<file path="src/rtl/core/mesh_adjacency_builder_core_defines.svh">
// Assertion macros for the mesh adjacency core.
// Each macro takes a label, the clock, the reset and the checked expressions.
`ifndef MESH_ADJACENCY_BUILDER_CORE_DEFINES_SVH
`define MESH_ADJACENCY_BUILDER_CORE_DEFINES_SVH

`ifndef SYNTHESIS

// ante true at an edge requires cons true at the same edge
`define MAB_ASSERT_IMPLY(lbl, clk, rst, ante, cons) \
   lbl: assert property (@(posedge clk) disable iff (rst) (ante) |-> (cons)) \
      else $error("mab: same-cycle check failed");

// ante true at an edge requires cons true at the next edge
`define MAB_ASSERT_NEXT(lbl, clk, rst, ante, cons) \
   lbl: assert property (@(posedge clk) disable iff (rst) (ante) |=> (cons)) \
      else $error("mab: next-cycle check failed");

`else

`define MAB_ASSERT_IMPLY(lbl, clk, rst, ante, cons)

`define MAB_ASSERT_NEXT(lbl, clk, rst, ante, cons)

`endif

`endif

</file>
<file path="src/rtl/core/mab_pkg.sv">
`timescale 1ns / 1ps
`default_nettype none

package mab_pkg;

   // Fixed field widths of the transaction payloads
   localparam int CMD_W     = 2;
   localparam int VERT_W    = 10;
   localparam int SLOT_W    = 5;
   localparam int TOTAL_W   = 5;
   localparam int STATUS_W  = 2;
   localparam int VCOUNT_W  = 11;

   // Defaults for the storage parameters
   localparam int MAX_VERTICES_DEF  = 1024;
   localparam int MAX_NEIGHBORS_DEF = 24;

   localparam logic [VCOUNT_W-1:0] VERTEX_COUNT_RESET = 11'd1024;

   typedef enum logic [CMD_W-1:0] {
      CMD_CLEAR = 2'd0,
      CMD_ADD   = 2'd1,
      CMD_COUNT = 2'd2,
      CMD_ENTRY = 2'd3
   } mab_cmd_type;

   typedef enum logic [STATUS_W-1:0] {
      ST_OK       = 2'd0,
      ST_RANGE    = 2'd1,
      ST_OVERFLOW = 2'd2,
      ST_SLOT     = 2'd3
   } mab_status_type;

   typedef struct packed {
      logic [CMD_W-1:0]  command;
      logic [VERT_W-1:0] vert_a;
      logic [VERT_W-1:0] vert_b;
      logic [VERT_W-1:0] vert_c;
      logic [SLOT_W-1:0] slot;
   } mab_req_type;

   typedef struct packed {
      logic [TOTAL_W-1:0]  neighbor_total;
      logic [VERT_W-1:0]   neighbor_index;
      logic [STATUS_W-1:0] status;
   } mab_rsp_type;

   // Memory port strobes from the sequencer to the storage
   typedef struct packed {
      logic cnt_rd;
      logic cnt_wr;
      logic list_rd;
      logic list_wr;
   } mab_mem_ctl_type;

endpackage

`default_nettype wire

</file>
<file path="src/rtl/core/mab_seq.sv">
`timescale 1ns / 1ps
`default_nettype none

module mab_seq
   import mab_pkg::*;
#(
   parameter int MAX_VERTICES  = MAX_VERTICES_DEF,
   parameter int MAX_NEIGHBORS = MAX_NEIGHBORS_DEF,
   localparam int VIDX_W  = $clog2(MAX_VERTICES),
   localparam int CNT_W   = $clog2(MAX_NEIGHBORS + 1),
   localparam int LIST_AW = $clog2(MAX_VERTICES * MAX_NEIGHBORS)
) (
   input  wire logic              clock,
   input  wire logic              reset,
   input  wire logic              req_valid,
   input  wire mab_req_type       req,
   input  wire logic [VCOUNT_W-1:0] vertex_count,
   input  wire logic              rsp_free,
   output logic                   ready,
   output logic                   done,
   output mab_rsp_type            rsp,
   output mab_mem_ctl_type        mem_ctl,
   output logic [VIDX_W-1:0]      cnt_addr,
   output logic [CNT_W-1:0]       cnt_wdata,
   input  wire logic [CNT_W-1:0]  cnt_rdata,
   output logic [LIST_AW-1:0]     list_addr,
   output logic [VERT_W-1:0]      list_wdata,
   input  wire logic [VERT_W-1:0] list_rdata
);

   typedef enum logic [3:0] {
      S_CLEAR,
      S_IDLE,
      S_CNT_RD,
      S_CNT_WAIT,
      S_SCAN,
      S_TOT_RD,
      S_TOT_WAIT,
      S_ENT_RD,
      S_ENT_WAIT,
      S_DONE
   } state_type;

   localparam logic [2:0]        INS_LAST = 3'd5;
   localparam logic [VIDX_W-1:0] VERT_LAST = VIDX_W'(MAX_VERTICES - 1);
   localparam logic [CNT_W-1:0]  CNT_MAX   = CNT_W'(MAX_NEIGHBORS);

   // Result of a rejected vertex index
   localparam mab_rsp_type RSP_RANGE = '{neighbor_total: '0, neighbor_index: '0,
                                         status: ST_RANGE};

   state_type            state_ff;
   logic [CMD_W-1:0]     cmd_ff;
   logic [VIDX_W-1:0]    va_ff, vb_ff, vc_ff;
   logic [SLOT_W-1:0]    slot_ff;
   logic [2:0]           ins_ff;
   logic [CNT_W-1:0]     k_ff, n_ff;
   logic [LIST_AW-1:0]   base_ff, base_in;
   logic                 pend_ff, drop_ff;
   logic [VIDX_W-1:0]    clr_idx_ff;
   logic                 clr_rsp_ff;
   mab_rsp_type          rsp_ff;

   logic [VIDX_W-1:0]    owner, value, base_vert;
   logic                 hit;
   logic                 ok_a, ok_b, ok_c;

   // Index is usable when below both vertex_count and the table depth
   assign ok_a = (VCOUNT_W'(req.vert_a) < vertex_count) && (32'(req.vert_a) < MAX_VERTICES);
   assign ok_b = (VCOUNT_W'(req.vert_b) < vertex_count) && (32'(req.vert_b) < MAX_VERTICES);
   assign ok_c = (VCOUNT_W'(req.vert_c) < vertex_count) && (32'(req.vert_c) < MAX_VERTICES);

   // Six inserts per triangle: (a,b) (a,c) (b,a) (b,c) (c,a) (c,b)
   always_comb begin
      case (ins_ff)
         3'd0: begin owner = va_ff; value = vb_ff; end
         3'd1: begin owner = va_ff; value = vc_ff; end
         3'd2: begin owner = vb_ff; value = va_ff; end
         3'd3: begin owner = vb_ff; value = vc_ff; end
         3'd4: begin owner = vc_ff; value = va_ff; end
         default: begin owner = vc_ff; value = vb_ff; end
      endcase
   end

   // Shared compare unit: the stored entry read last cycle vs. the insert value
   assign hit = pend_ff && (list_rdata == VERT_W'(value));

   // Row base of a vertex in the list memory, registered before use
   assign base_vert = (state_ff == S_TOT_RD) ? va_ff : owner;
   assign base_in   = LIST_AW'(base_vert) * LIST_AW'(MAX_NEIGHBORS);

   assign ready = (state_ff == S_IDLE);
   assign done  = (state_ff == S_DONE);
   assign rsp   = rsp_ff;

   // Memory port control
   always_comb begin
      mem_ctl    = '0;
      cnt_addr   = owner;
      cnt_wdata  = '0;
      list_addr  = base_ff + LIST_AW'(k_ff);
      list_wdata = VERT_W'(value);
      case (state_ff)
         S_CLEAR: begin
            mem_ctl.cnt_wr = 1'b1;
            cnt_addr       = clr_idx_ff;
         end
         S_CNT_RD: begin
            mem_ctl.cnt_rd = 1'b1;
         end
         S_SCAN: begin
            if (!hit) begin
               if (k_ff < n_ff) begin
                  mem_ctl.list_rd = 1'b1;
               end else if (n_ff < CNT_MAX) begin
                  mem_ctl.list_wr = 1'b1;
                  list_addr       = base_ff + LIST_AW'(n_ff);
                  mem_ctl.cnt_wr  = 1'b1;
                  cnt_wdata       = n_ff + CNT_W'(1);
               end
            end
         end
         S_TOT_RD: begin
            mem_ctl.cnt_rd = 1'b1;
            cnt_addr       = va_ff;
         end
         S_ENT_RD: begin
            mem_ctl.list_rd = 1'b1;
            list_addr       = base_ff + LIST_AW'(slot_ff);
         end
         default: begin
         end
      endcase
   end

   // Sequencer
   always_ff @(posedge clock) begin
      if (reset) begin
         state_ff   <= S_CLEAR;
         clr_idx_ff <= '0;
         clr_rsp_ff <= 1'b0;
      end else begin
         case (state_ff)
            S_CLEAR: begin
               clr_idx_ff <= clr_idx_ff + VIDX_W'(1);
               if (clr_idx_ff == VERT_LAST) begin
                  state_ff <= clr_rsp_ff ? S_DONE : S_IDLE;
               end
            end
            S_IDLE: begin
               if (req_valid) begin
                  cmd_ff  <= req.command;
                  va_ff   <= VIDX_W'(req.vert_a);
                  vb_ff   <= VIDX_W'(req.vert_b);
                  vc_ff   <= VIDX_W'(req.vert_c);
                  slot_ff <= req.slot;
                  ins_ff  <= '0;
                  drop_ff <= 1'b0;
                  pend_ff <= 1'b0;
                  case (req.command)
                     CMD_CLEAR: begin
                        rsp_ff     <= '0;
                        clr_idx_ff <= '0;
                        clr_rsp_ff <= 1'b1;
                        state_ff   <= S_CLEAR;
                     end
                     CMD_ADD: begin
                        if (ok_a && ok_b && ok_c) begin
                           rsp_ff   <= '0;
                           state_ff <= S_CNT_RD;
                        end else begin
                           rsp_ff   <= RSP_RANGE;
                           state_ff <= S_DONE;
                        end
                     end
                     default: begin
                        if (ok_a) begin
                           rsp_ff   <= '0;
                           state_ff <= S_TOT_RD;
                        end else begin
                           rsp_ff   <= RSP_RANGE;
                           state_ff <= S_DONE;
                        end
                     end
                  endcase
               end
            end
            S_CNT_RD: begin
               base_ff  <= base_in;
               state_ff <= S_CNT_WAIT;
            end
            S_CNT_WAIT: begin
               n_ff     <= cnt_rdata;
               k_ff     <= '0;
               pend_ff  <= 1'b0;
               state_ff <= S_SCAN;
            end
            S_SCAN: begin
               if (!hit && (k_ff < n_ff)) begin
                  // keep scanning, one stored entry per cycle
                  pend_ff <= 1'b1;
                  k_ff    <= k_ff + CNT_W'(1);
               end else begin
                  // duplicate found, or scan finished (append or drop)
                  if (!hit && (n_ff >= CNT_MAX)) begin
                     drop_ff <= 1'b1;
                  end
                  pend_ff <= 1'b0;
                  if (ins_ff == INS_LAST) begin
                     state_ff <= S_TOT_RD;
                  end else begin
                     ins_ff   <= ins_ff + 3'd1;
                     state_ff <= S_CNT_RD;
                  end
               end
            end
            S_TOT_RD: begin
               base_ff  <= base_in;
               state_ff <= S_TOT_WAIT;
            end
            S_TOT_WAIT: begin
               rsp_ff.neighbor_total <= TOTAL_W'(cnt_rdata);
               case (cmd_ff)
                  CMD_ADD: begin
                     rsp_ff.status <= drop_ff ? ST_OVERFLOW : ST_OK;
                     state_ff      <= S_DONE;
                  end
                  CMD_ENTRY: begin
                     if ((32'(slot_ff) >= 32'(cnt_rdata)) ||
                         (32'(slot_ff) >= MAX_NEIGHBORS)) begin
                        rsp_ff.status <= ST_SLOT;
                        state_ff      <= S_DONE;
                     end else begin
                        state_ff <= S_ENT_RD;
                     end
                  end
                  default: begin
                     state_ff <= S_DONE;
                  end
               endcase
            end
            S_ENT_RD: begin
               state_ff <= S_ENT_WAIT;
            end
            S_ENT_WAIT: begin
               rsp_ff.neighbor_index <= list_rdata;
               state_ff              <= S_DONE;
            end
            S_DONE: begin
               if (rsp_free) begin
                  state_ff <= S_IDLE;
               end
            end
            default: begin
               state_ff <= S_IDLE;
            end
         endcase
      end
   end

endmodule

`default_nettype wire

</file>
<file path="config.mk">
export PLATFORM = sky130hd
export DESIGN_NAME = mab_seq
export DESIGN_NICKNAME = d
export VERILOG_FILES = /design/src/rtl/core/mesh_adjacency_builder_core_defines.svh /design/src/rtl/core/mab_pkg.sv /design/src/rtl/core/mab_seq.sv
export SDC_FILE = /design/constraint.sdc
export NUM_CORES = 1
export LEC_CHECK = 0
export BUFFER_PORTS_ARGS = -buffer_cell sky130_fd_sc_hd__buf_2
export CAP_MARGIN = 30
export CORE_MARGIN = 2
export CORE_UTILIZATION = 32
export DETAILED_ROUTE_END_ITERATION = 16
export HOLD_SLACK_MARGIN = 0.1
export PLACE_DENSITY = 0.63
export SYNTH_ARGS = -nofsm -noshare
export SYNTH_HDL_FRONTEND = slang
export SYNTH_SLANG_ARGS = --single-unit
</file>
<file path="constraint.sdc">
create_clock -name clock -period 9.57 [get_ports clock]
set_input_delay 1.4355 -clock clock [delete_from_list [all_inputs] [get_ports clock]]
set_output_delay 1.4355 -clock clock [all_outputs]
set_load 0.005 [all_outputs]
</file>
After elaboration in Yosys (flattened, before gate mapping). Index checks and enable logic that the tools add are counted.

Bits in registers: 96. Bits of input ports: 67. Output and inout bits: 63. Logic and storage cells: 154.

Add/sub/neg operators: 7. Multiply operators: 1. Magnitude comparators: 8. Eq/ne operators: 29. Mux-type cells: 57. Bitwise gates (word level): 1. Reductions and logical operators: 34.

Operators by type and width (count): $pmux 10 s2 (5); $add 15x5->15 (3); $mux 15 (3); $pmux 4 s10 (1); $mux 4 (9); $lt 10x11->1 (3); $mux 10 (3); $pmux 15 s2 (1); $mux 5 (5); $reduce_and 3->1 (7); $pmux 5 s2 (2); $mux 17 (1); $eq 4x3->1 const B (4); $mux 3 (5); $reduce_and 5->1 (3); $ne 2x2->1 const B (7); $mul 10x2->12 const B (1); $mux 1 (11); $add 10x1->10 const B (1); $add 5x1->5 const B (2); $eq 10x10->1 (1); $eq 10x10->1 const B (1); $ge 5x5->1 const B (2); $reduce_bool 2->1 (5); 32 further kinds (51).

Longest topological paths before layout. Gate-level depths: netlist of the first run.

Depth after elaboration: 10. Gate-level depth with buffers: 16. Mapped depth without buffers: 14.

Least setup slack after synthesis of the first run. Ideal clock, no wire load.

Path type: reg2out. Start point: reg ins_ff[2]. End point: out list_addr[10]. Arrival time: 3639 ps. Slack: 4496 ps. Cell stages (with the launch flop): 14. Buffers on the path: 4. Cells stage by stage: edfxtp_1 > buf_6 > clkbuf_1 > clkbuf_1 > inv_1 > ha_1 > clkbuf_1 > or2_1 > a221o_1 > xor2_1 > or4b_4 > o21ai_2 > nand2_2 > a311o_1.

Cells in the longest elaborated chain, start to end: 7. Elaborated cells on any way between the ends: 11. Those cells by class: eq/ne: 5; mux: 3; reduce/logical: 3.

Ends and longest elaborated chain: start, declared (RTL line mab_seq.sv:56) `logic [2:0] ins_ff;`; start signal, assigned (RTL line mab_seq.sv:212) `ins_ff <= ins_ff + 3'd1;`; $eq 3x3->1 (tied with other cells) (RTL line mab_seq.sv:75) `case (ins_ff)`; $reduce_or 2->1 (no line); $pmux 10 s2 * (RTL line mab_seq.sv:75); via list_wdata[7] (RTL line mab_seq.sv:27) `output logic [VERT_W-1:0] list_wdata,`; $eq 10x10->1 * (RTL line mab_seq.sv:86) `assign hit = pend_ff && (list_rdata == VERT_W'(value));`; $logic_and 1x1->1 * (RTL line mab_seq.sv:86); $mux 15 * (RTL line mab_seq.sv:112) `if (!hit) begin`; $pmux 15 s2 * (RTL line mab_seq.sv:103) `case (state_ff)`; end, declared (RTL line mab_seq.sv:26) `output logic [LIST_AW-1:0] list_addr,`.

The timed path passes the listed nets; every way through them passes the cells marked *.

Worst setup path in the final report of the first run.
Start point: reg ins_ff[1]. End point: out list_addr[4].

Cells in the longest elaborated chain, start to end: 7. Elaborated cells on any way between the ends: 11. Those cells by class: eq/ne: 5; mux: 3; reduce/logical: 3.

Ends and longest elaborated chain (RTL line): $eq 3x3->1 (tied with other cells) (mab_seq.sv:75); $reduce_or 2->1 (no line); $pmux 10 s2 * (mab_seq.sv:75); $eq 10x10->1 * (mab_seq.sv:86); $logic_and 1x1->1 * (mab_seq.sv:86); $mux 15 * (mab_seq.sv:112); $pmux 15 s2 * (mab_seq.sv:103).

Mark *: on every way between the ends. The rest lies on a longest branch, timed or not.

==> flow_summary_export.csv, run 1 <==
group,metric,value,unit
timing,finalHoldViolations,0,
clock_tree,cts_buffers,9,
final_layout,area_growth_syn_to_layout,18.0,%
floorplanning,die_area,22700,µm²
yosys,synth_area_per_cell,9.53,µm²
grt,grt_max_degree,33,
timing,max_slew.worst_pin.slew,957,ps
grt,track_usage,0.165,
outcome,status,"complete, no violations",
setup_path,startpoint_type,"register",
clock_tree,hold_buffers,0,
placement,numPortBuffers,129,
final_layout,stdcell_area,8120,µm²
clock_tree,cts_tree,"done",
detailed_routing,ant_nets,0,
yosys,synth_top_area_frac,0.354,
yosys,synth-edff-count,81,
clock_tree,post_cts_resized,0,
floorplanning,die_w,151,µm
grt,grt_pass1_wl,29.0,mm
detailed_routing,routed-via-count,5958,
timing,fin_crit,5920,ps
clock_tree,clock_sinks,96,
timing,clock.fmax,169,MHz
floorplanning,start_util,0.326,
clock_tree,cts_buffer_depth,2,
setup_path,reg2reg_depth,10,
setup_path,worstReg2RegStart,"ins_ff[1]",
yosys,syn_inst,722,
timing,hold_slack,488,ps
setup_path,crit_start,"ins_ff[1]",
timing,setup_viol,0,
grt,grt_antenna_before_repair,0,
clock_tree,ctsHtreeMaxLevel,3,
floorplanning,die_h,151,µm
timing,slew_violations,0,
grt,grt_pass1_vias,5471,
setup_path,cp.required,8130,ps
timing,relSlewSlack,0.361,
detailed_routing,drt_pre_antenna_iters,6,
detailed_routing,via_per_inst,5.32,
floorplanning,rows,53,
yosys,yosys.cell_types.count,70,
yosys,synth_area_leaders,"edfxtp_1 (35%), ha_1 (11%), dfxtp_1 (4.4%)",
setup_path,cp.arrival,4490,ps
setup_path,ff2ff_setup_slack,4970,ps
final_layout,drive_gt1_frac,0.193,
yosys,ys.flop_type,"edfxtp_1",
floorplanning,core_area,21100,µm²
power,p_leak,3.39,nW
detailed_routing,drt-total-wl,18.6,mm
grt,gr-total-overflow,0,
placement,place.gp.congestion,0.867,
yosys,synthArstFlopShare,0,
floorplanning,io_pins,130,
clock_tree,path_clk_slew,70,ps
power,vdd_ir_drop_max,0.0000686,V
yosys,yosys.area.top_type,"edfxtp_1",
yosys,yosys_register_bits,96,
clock_tree,insertion_delay,360,ps
setup_path,crit_path_end,"list_addr[4]",
placement,dp_hpwl,14.8,mm
clock_tree,post-cts-setup-buffer-count,0,
yosys,syn_nets,854,
final_layout,most-common-layout-cells,"buf_2 (130), edfxtp_1 (81), nor2_1 (65)",
job,maxCapViolCount,0,
setup_path,reg2reg_to,"ins_ff[0]",
setup_path,cp_max_fo,13,
final_layout,nets,971,
power,power,878,µW
power,power_density,108,nW/µm²
placement,placed_cell_area,7780,µm²
detailed_routing,wl_per_cell,16.6,µm
yosys,synth_area,6880,µm²
timing,setup_tns,0,ps
final_layout,final_common_cell,"buf_2",
detailed_routing,first_iter_violations,463,
min_path,hold_class,"register to register",
timing,rsz0062_at_grt,"false",
timing,min_period_over_period,0.619,
timing,fin_skew,6.37,ps
detailed_routing,drc,0,
yosys,ys.warnings.count,0,
clock_tree,root_buffer,"clkbuf_16",
setup_path,endpoint_kind,"output pin",
setup_path,crit_type,"register to output pin",
yosys,seq_area_frac_synth,0.397,
## cell usage after synthesis (all sizes together) (5+ instances only)
cell / n
a211oi: 10
a21o: 15
a21oi: 53
a221o: 5
a22oi: 7
a31oi: 9
and2: 27
and3: 12
and4: 5
buf: 8
clkbuf: 21
dfxtp: 15
edfxtp: 81
ha: 61
inv: 34
mux2i: 11
nand2: 58
nand2b: 13
nand3: 21
nand4: 11
nor2: 66
nor2b: 8
nor3: 13
nor4: 7
nor4b: 6
o211ai: 11
o21a: 7
o21ai: 36
o31ai: 7
or3: 11
or4: 6
xnor2: 12
xor2: 12
## final cells by class
cell class | instances | area, µm²
antenna | 1 | 2.50
clock buffer | 9 | 225
clock inverter | 7 | 71.3
fill | 2153 | 13000
inverter | 34 | 128
multi-input combinational | 563 | 3900
sequential | 96 | 2730
tap | 275 | 344
timing repair buffer | 135 | 718
## logic make-up (layout without fill, tap and decap cells)
group | count (synthesis) | in the layout | synth area share
adders and majority gates | 65 | 65 | 0.123
and+or+nand+nor | 273 | 273 | 0.207
xor gates and xnor gates | 24 | 24 | 0.0306
AOI/OAI and AO/OA | 188 | 188 | 0.185
DFF | 96 | 96 | 0.397
other | 0 | 1 | 0
muxes | 13 | 13 | 0.0198
buffers and inverters | 63 | 185 | 0.0380
## state kept, by name (all words and copies together), names as in the netlist
register    count
clr_idx_ff     10
drop_ff         1
slot_ff         5
base_ff        12
pend_ff         1
rsp            17
vc_ff          10
va_ff          10
vb_ff          10
cmd_ff          2
n_ff            5
k_ff            5
ins_ff          3
clr_rsp_ff      1
state_ff        4
## worst min path at each step
stage	start	to	slack (ps)	depth (start not counted)
2_1_floorplan	clr_rsp_ff	clr_rsp_ff	430	2
3_5_place_dp	clr_rsp_ff	clr_rsp_ff	480	2
3_3_place_gp	clr_rsp_ff	clr_rsp_ff	470	2
6_report	clr_rsp_ff	clr_rsp_ff	490	2
4_1_cts	clr_rsp_ff	clr_rsp_ff	490	2
5_1_grt	clr_rsp_ff	clr_rsp_ff	530	2
## per-layer routing
metal | vias to the layer above | GRT usage | share of wire | wire, µm
met5 | - | 0 | 0 | 0
met2 | 203 | 0.264 | 0.45 | 8460
met1 | 2781 | 0.229 | 0.47 | 8670
met3 | 33 | 0.0245 | 0.056 | 1050
met4 | 0 | 0.0575 | 0.024 | 445
li1 | 2941 | - | - | -
## stage by stage
step           instances  utilization  setup WS [ps]
2_1_floorplan        722            -           4500
3_3_place_gp        1099        0.368           4200
3_5_place_dp        1100        0.369           4070
4_1_cts             1116        0.383           3680
5_1_grt             1119        0.385           3320
6_report            1120        0.385           3650
## where the power goes
group	switching [mW]	internal, mW
combinational	0.0329	0.0269
sequential	0.00137	0.451
clock	0.163	0.203
total	0.197	0.680
## critical path, stage by stage, from the launching register on
cell	delay, ps
edfxtp_1	650
inv_1	170
ha_1	190
nor2b_1	580
nor4b_1	170
or4_1	430
a222oi_1	420
and4_1	500
a211o_1	330
inv_1	200
a22oi_1	190
o21ai_0	130
buf_2	150
Note: power is estimated with default switching activity, not from simulation.
==> run 2, diff against run 1 <==
Settings changed: PLACE_DENSITY 0.63 to 0.65.
Clock period 9.57 ns to 4.9 ns, I/O delays scaled along.
==> run 2 against run 1 <==
Net effect:
- critical path depth decreased by 2
- largest cell class unchanged
- sequential share of layout area shrank 0.18 points
- utilization is 0.20 points higher
- die area is the same
- non-clock buffer count increased by 7
- combinational power rose by 96%
- critical endpoint is now list_addr[11]
- largest power group unchanged
- clock skew increased by 7.2 ps
==> flow_summary_export.csv, run 2 (synthesis gave the netlist of run 1 again) <==
group,metric,value,unit
setup_path,cp.required,4160,ps
grt,track_usage,0.166,
placement,place.gp.congestion,0.860,
grt,grt_pass1_vias,5427,
setup_path,endpoint_kind,"output pin",
clock_tree,root_buffer,"clkbuf_16",
timing,clock.fmax,211,MHz
timing,max_slew.worst_pin.slew,981,ps
grt,grt_max_degree,31,
timing,rsz0062_at_grt,"false",
clock_tree,cts_buffer_depth,2,
final_layout,n_antenna_cell,0,
timing,relSlewSlack,0.345,
detailed_routing,first_iter_violations,585,
floorplanning,start_util,0.326,
timing,fin_skew,13.6,ps
setup_path,startpoint_type,"register",
timing,hold_slack,484,ps
floorplanning,die_w,151,µm
final_layout,drive_gt1_frac,0.206,
timing,finalHoldViolations,0,
final_layout,largest_reg_flops,17,
setup_path,cp_max_fo,12,
placement,numPortBuffers,129,
timing,slew_violations,0,
timing,setup_viol,0,
final_layout,fin_cells,1126,
clock_tree,cts_buffers,9,
floorplanning,die_h,151,µm
detailed_routing,ant_nets,0,
grt,grt_pass1_wl,29.0,mm
clock_tree,clock_sinks,96,
floorplanning,die_area,22700,µm²
placement,placedCellCount,1107,
setup_path,cp.arrival,4000,ps
final_layout,area_growth_syn_to_layout,18.7,%
timing,setup_tns,0,ps
outcome,status,"complete, no violations",
grt,grt_antenna_before_repair,0,
clock_tree,cts_tree,"done",
detailed_routing,wl_per_cell,16.8,µm
detailed_routing,routed-via-count,5986,
job,maxCapViolCount,0,
final_layout,stdcell_area,8160,µm²
placement,placed_cell_area,7840,µm²
clock_tree,ctsHtreeMaxLevel,3,
floorplanning,core_area,21100,µm²
detailed_routing,drt_pre_antenna_iters,7,
placement,dp_hpwl,15.0,mm
min_path,hold_class,"register to register",
detailed_routing,via_per_inst,5.32,
final_layout,final_common_cell,"buf_2",
detailed_routing,drt-total-wl,18.9,mm
final_layout,most-common-layout-cells,"buf_2 (129), edfxtp_1 (81), nor2_1 (65)",
clock_tree,insertion_delay,360,ps
power,vdd_ir_drop_max,0.000126,V
floorplanning,rows,53,
final_layout,nets,978,
detailed_routing,drc,0,
grt,gr-total-overflow,0,
timing,fin_crit,4730,ps
power,p_leak,3.41,nW
timing,min_period_over_period,0.965,
power,power_density,207,nW/µm²
setup_path,crit_type,"register to output pin",
floorplanning,io_pins,130,
clock_tree,path_clk_slew,80,ps
-- run 2: layer usage --
metal / wire (µm) / track usage / vias to the layer above
li1: - / - / 2948
met4: 424 / 0.0533 / 0
met1: 8620 / 0.227 / 2780
met2: 8700 / 0.268 / 229
met5: 0 / 0 / -
met3: 1190 / 0.0297 / 29
-- run 2: where the power goes --
| group | internal [mW] | switching (mW) |
|---|---|---|
| logic | 0.0526 | 0.0649 |
| clock network | 0.354 | 0.339 |
| registers | 0.880 | 0.00272 |
-- run 2: repair_timing --
action                                  4_1_cts  5_1_grt
pin swaps                                     1        1
gates resized for setup                       1        4
hold endpoints to repair                      0        0
hold buffers                                  0        0
setup buffers                                 1        1
endpoints found under the setup margin        9       15
-- run 2: cell type report --
class,instances,area (µm²)
clock buffer,9,225
clock inverter,7,63.8
fill,2133,12900
inverter,34,128
multi-input combinational,563,3920
sequential,96,2730
tap,275,344
timing repair buffer,142,753
-- run 2: worst max-delay path, cell delays in order (launching register included) --
cell and delay (ps):
edfxtp_1 450, ha_1 230, ha_1 330, or2_1 370, a221o_1 440, xor2_1 200
or4b_4 630, a21o_1 190, o21a_1 90, o41ai_1 500, buf_2 200
-- run 2: path summary, 6_finish.rpt --
| check | slack [ps] | startpoint | endpoint | cells after the start |
|---|---|---|---|---|
| hold / removal | 480 | clr_rsp_ff | clr_rsp_ff | 2 |
| hold reg to reg | 480 | clr_rsp_ff | clr_rsp_ff | 2 |
| setup / recovery | 170 | ins_ff[0] | list_addr[11] | 10 |
| setup reg to reg | 860 | ins_ff[0] | ins_ff[1] | 9 |
-- run 2: stage by stage --
| step | power, mW | setup slack [ps] | utilization |
|---|---|---|---|
| 6_report | 1.69 | 169 | 0.387 |
| 5_1_grt | 1.76 | 3.72 | 0.387 |
| 4_1_cts | 1.71 | 50.0 | 0.386 |
| 3_5_place_dp | 1.02 | 339 | 0.372 |
| 3_3_place_gp | 1.01 | 415 | 0.370 |
| 2_1_floorplan | 0.958 | 526 | - |
